`src/rrf_pkg.sv`:
```
// -----------------------------------------------------------------------------
// rrf_pkg
// Shared types and constants for the rank fusion block.
// -----------------------------------------------------------------------------
`timescale 1ns / 1ps
package rrf_pkg;
    localparam logic [1:0] KIND_SPARSE = 2'd0;
    localparam logic [1:0] KIND_DENSE  = 2'd1;
    localparam logic [1:0] KIND_FINISH = 2'd2;
    localparam logic [0:0] REG_RANK_OFFSET  = 1'b0;
    localparam logic [0:0] REG_RESULT_COUNT = 1'b1;
    localparam int SCORE_W = 26;
    // Fraction bits of the fused score; the score width above assumes Q2.24.
    localparam int FRAC_BITS = 24;

    // Divider control handed to the reciprocal unit.
    typedef struct packed {
        logic        start;
        logic [12:0] denom;
    } t_div_req;
endpackage

```
`src/rrf_div.sv`:
```
// -----------------------------------------------------------------------------
// rrf_div
// Restoring divider: computes 2^FRAC_BITS / denom, one quotient bit per cycle.
// -----------------------------------------------------------------------------
`timescale 1ns / 1ps
module rrf_div #(
    parameter int FRAC_BITS = 24
) (
    input  logic              i_clk,
    input  logic              i_rst_n,
    input  rrf_pkg::t_div_req i_req,
    output logic              o_done,
    output logic [FRAC_BITS:0] o_quot
);
    localparam int QW = FRAC_BITS + 1;
    localparam int CW = $clog2(QW + 1);
    logic [QW-1:0] r_quot, n_quot;
    logic [QW-1:0] r_num, n_num;
    logic [13:0]   r_rem, n_rem;
    logic [12:0]   r_den;
    logic [CW-1:0] r_cnt, n_cnt;
    logic          r_busy, r_done;
    logic [13:0]   w_sh;

    always_comb begin
        w_sh   = {r_rem[12:0], r_num[QW-1]};
        n_num  = {r_num[QW-2:0], 1'b0};
        n_rem  = w_sh;
        n_quot = {r_quot[QW-2:0], 1'b0};
        if (w_sh >= {1'b0, r_den}) begin
            n_rem  = w_sh - {1'b0, r_den};
            n_quot[0] = 1'b1;
        end
        n_cnt = r_cnt - CW'(1);
    end

    always_ff @(posedge i_clk) begin
        if (!i_rst_n) begin
            r_busy <= 1'b0;
            r_done <= 1'b0;
        end else begin
            r_done <= 1'b0;
            if (i_req.start) begin
                r_busy <= 1'b1;
            end else if (r_busy) begin
                if (r_cnt == CW'(1)) begin
                    r_busy <= 1'b0;
                    r_done <= 1'b1;
                end
            end
        end
        if (i_req.start) begin
            r_num  <= QW'(1) << FRAC_BITS;
            r_rem  <= '0;
            r_quot <= '0;
            r_den  <= i_req.denom;
            r_cnt  <= CW'(QW);
        end else if (r_busy) begin
            r_num  <= n_num;
            r_rem  <= n_rem;
            r_quot <= n_quot;
            r_cnt  <= n_cnt;
        end
    end
    assign o_done = r_done;
    assign o_quot = r_quot;
endmodule

```
`config.mk`:
```
export PLATFORM = sky130hd
export DESIGN_NAME = rrf_div
export DESIGN_NICKNAME = d
export VERILOG_FILES = /design/src/rrf_pkg.sv /design/src/rrf_div.sv
export SDC_FILE = /design/constraint.sdc
export NUM_CORES = 1
export LEC_CHECK = 0
export BUFFER_PORTS_ARGS = -buffer_cell sky130_fd_sc_hd__buf_2
export CAP_MARGIN = 10
export CORE_MARGIN = 4
export CORE_UTILIZATION = 45
export CTS_CLUSTER_DIAMETER = 60
export CTS_CLUSTER_SIZE = 12
export DETAILED_ROUTE_END_ITERATION = 10
export GPL_TIMING_DRIVEN = 0
export PLACE_DENSITY = 0.67
export SETUP_SLACK_MARGIN = 0.4
export SYNTH_ARGS = -nofsm -noshare
export SYNTH_HDL_FRONTEND = slang
export SYNTH_SLANG_ARGS = --single-unit
```
`constraint.sdc`:
```
create_clock -name i_clk -period 2.2 [get_ports i_clk]
set_clock_uncertainty 0.05 [all_clocks]
set_input_delay 0 -clock i_clk [delete_from_list [all_inputs] [get_ports i_clk]]
set_output_delay 0 -clock i_clk [all_outputs]
set_load 0.01 [all_outputs]
```
==> flow_metrics.tcl <==
set metrics [dict create \
    synth_edf_count 13 \
    largest_net_degree_at_the_start_of_global_routing 19 \
    post-synth-top-count-cell "sky130_fd_sc_hd__dfxtp_1" \
    synth_sequential_area_ratio 0.426 \
    setup_ws_ps -53.9 \
    post_syn_nets 355 \
    drt_first_iter_violations 102 \
    vias 2456 \
    holdWs_ps 86.2 \
    grt_util_all_layers 0.164 \
    cts_htree_levels 3 \
    post-route-drc-count 0 \
    height_of_the_die_um 90.7 \
    weighted_congestion_at_the_end_of_routability_driven_global_placement 0.776 \
    nFillCells 534 \
    floorplan.core_area_um2 6490 \
    rsz0062_at_grt "yes" \
    synth.top_cells.by_area "sky130_fd_sc_hd__dfxtp_1 30%, sky130_fd_sc_hd__edfxtp_1 13%, sky130_fd_sc_hd__mux2i_1 8.1%" \
    clock_tree.root_cell "sky130_fd_sc_hd__clkbuf_8" \
    synth-async-reset-ratio 0 \
    fmaxAchievable_ghz 0.444 \
    routed_wire_length_per_instance_um 13.6 \
    post_route_fraction_of_the_period_consumed_by_the_critical_path 1.02 \
    synth.lib_cells_used.distinct 53 \
    clock_sinks 59 \
    diodes 0 \
    place.port_buffers 41 \
    start_util 0.474 \
    worstHoldStart "i_req[13]" \
    post-route-min-period_ps 2250 \
    drv.max_cap_violation_count 0 \
    area_delta_synth_final_pct 29.9 \
    clk-insertion-delay-late_ps 330 \
    timing.final.max_slew_violations 0 \
    worst_pin_slew_ps 668 \
    timing.final.hold_violations 0 \
    synthFlopType "sky130_fd_sc_hd__dfxtp_1" \
    finalNetCount 434 \
    r2r_start "r_den[0]$_DFFE_PP_" \
    relSlewSlack 0.554 \
    rows 29 \
    synth-warning-count 0 \
    post-route-util 0.615 \
    number_of_antenna_violations_at_the_first_check_in_global_routing 0 \
    hold_path_class "in -> reg" \
    floorplan.die_area_um2 8230 \
    placement.setup.worst_slack_ps -151 \
    wire_length_of_the_first_global_routing_pass_um 10900 \
    cts_tree "yes" \
    syn_area_um2 3080 \
    number_of_flip_flops_and_latches_in_the_synthesized_netlist 59 \
    power.leakage_nw 1.77 \
    die-width_um 90.7 \
    cp.arrival_ps 2410 \
    detailed_place_hpwl_um 4390 \
    gr-total-overflow 0 \
    per_cell_via_count_in_the_routed_design 5.07 \
    clk_path_buf_depth 2 \
    worstPathMaxFanout 5 \
    failed_checks "setup timing" \
    yosys-top-cells-count "46 x sky130_fd_sc_hd__dfxtp_1, 44 x sky130_fd_sc_hd__nor2_1, 29 x sky130_fd_sc_hd__nand2_1" \
    vdd_ir_max_uv 387 \
    post_synthesis_cell_type_with_the_largest_combined_area "sky130_fd_sc_hd__dfxtp_1" \
    power.density_cell_area_nw_per_um2 665 \
    worst_setup_hold_path_clk_slew_ps 70 \
    via_count_of_the_first_global_routing_pass 2363 \
    drt_first_pass_iters 4 \
    required_ps 2350 \
    post_synthesis_mean_instance_area_um2 9.53 \
    yosysTopAreaCellShare 0.299 \
    cts_made_buffers 9 \
    path_class "reg -> reg" \
    ioPinCount 42 \
    setup.worst_path.end_class "register" \
    outcome "finished with violations" \
    drive_above_1_share 0.344 \
    layout.area.seq_um2 1310 \
    finalWirelength_um 6570 \
    synth_cells 323 \
    multi_input_area_um2 1600 \
    crit_start "r_den[0]$_DFFE_PP_" \
    cp_startpoint_kind "register" \
    antenna_left 0 \
    finalSetupViolCount 9 \
]
==> critical path, cell delays in order (launching register included) <==
cell and delay, ps:
sky130_fd_sc_hd__edfxtp_1 420, sky130_fd_sc_hd__ha_4 180, sky130_fd_sc_hd__inv_2 40, sky130_fd_sc_hd__fa_2 230, sky130_fd_sc_hd__a21oi_4 70, sky130_fd_sc_hd__a211oi_2 300
sky130_fd_sc_hd__nor4_4 70, sky130_fd_sc_hd__or2_1 230, sky130_fd_sc_hd__buf_6 140, sky130_fd_sc_hd__buf_16 130, sky130_fd_sc_hd__a32oi_2 170, sky130_fd_sc_hd__o41ai_2 100
==> final cells by class <==
class                           count  area share
Clock buffer                       10      0.0319
Multi-Input combinational cell    205       0.399
Sequential cell                    59       0.328
Inverter                           19      0.0178
Buffer                             40      0.0698
Clock inverter                      6      0.0100
Timing Repair Buffer               68       0.119
Tap cell                           77      0.0241
==> report_power, final <==
| part | internal (mW) | switching [mW] |
|---|---|---|
| Clock | 0.409 | 0.449 |
| Sequential | 1.16 | 0.0365 |
| Combinational | 0.284 | 0.324 |
==> path summary, 6_finish.rpt <==
| kind | to | slack [ps] | cells after the start |
|---|---|---|---|
| worst max register to register | r_rem[9]$_SDFFE_PP0P_ | -50 | 11 |
| worst min register to register | o_quot[24]$_SDFFE_PP0P_ | 440 | 2 |
| worst max-delay path | r_rem[9]$_SDFFE_PP0P_ | -50 | 11 |
| worst min-delay path | r_den[9]$_DFFE_PP_ | 90 | 1 |
==> registers in the layout, indices dropped and copies added (netlist names) <==
signal / flops
r_den: 13
r_rem: 13
o_done: 1
r_num: 1
r_busy: 1
o_quot: 25
r_cnt: 5
==> repair_timing <==
| action | 4_1_cts | 5_1_grt |
|---|---|---|
| hold buffers | 14 | 0 |
| resized for setup | 16 | 32 |
| endpoints found under the hold margin | 15 | 0 |
| pin swaps | 10 | 4 |
| setup endpoints to repair | 14 | 15 |
| setup buffers | 6 | 5 |
| cloned | 1 | 1 |
==> per-stage QoR <==
stage / TNS [ps] / std cells / total power, mW / area, µm²
final: -180 / 484 / 2.66 / 4000
after floorplan: 0 / 323 / 1.56 / 3080
after detailed placement: -843 / 441 / 1.67 / 3380
after global placement: -651 / 441 / 1.66 / 3380
after global routing: -1500 / 484 / 2.80 / 4000
after CTS: -36.8 / 478 / 2.60 / 3810
==> cells by family (layout without fill, tap and decap cells) <==
group | count (synthesis) | in the layout | share of synthesized area
muxes | 25 | 25 | 0.0813
AOI/OAI and AO/OA | 57 | 57 | 0.145
and+or+nand+nor | 95 | 95 | 0.137
DFF | 59 | 59 | 0.426
xor gates and xnor gates | 12 | 12 | 0.0341
buffers and inverters | 59 | 143 | 0.109
adders and majority gates | 16 | 16 | 0.0675
==> layer usage <==
metal	share of wire	wire length [µm]	GRT usage	vias up
met5	0	0	0	-
met4	0.015	98	0.0727	0
met3	0.040	264	0.0317	8
met2	0.49	3190	0.275	48
met1	0.46	3020	0.205	1144
li1	-	-	-	1256
==> layout by cell type, fill, tap and decap left out, types with 8 or more instances in the layout <==
cell type,synthesis,layout
sky130_fd_sc_hd__dlygate4sd3_1,0,14
sky130_fd_sc_hd__buf_4,24,33
sky130_fd_sc_hd__mux2i_1,25,25
sky130_fd_sc_hd__dfxtp_1,46,45
sky130_fd_sc_hd__clkbuf_8,0,9
sky130_fd_sc_hd__clkbuf_1,7,8
sky130_fd_sc_hd__a21oi_1,14,11
sky130_fd_sc_hd__inv_1,19,17
sky130_fd_sc_hd__buf_2,3,43
sky130_fd_sc_hd__ha_1,15,11
sky130_fd_sc_hd__nor2_1,44,43
sky130_fd_sc_hd__nand2_1,29,23
sky130_fd_sc_hd__edfxtp_1,13,13
Power figures use the tool's default switching activity.
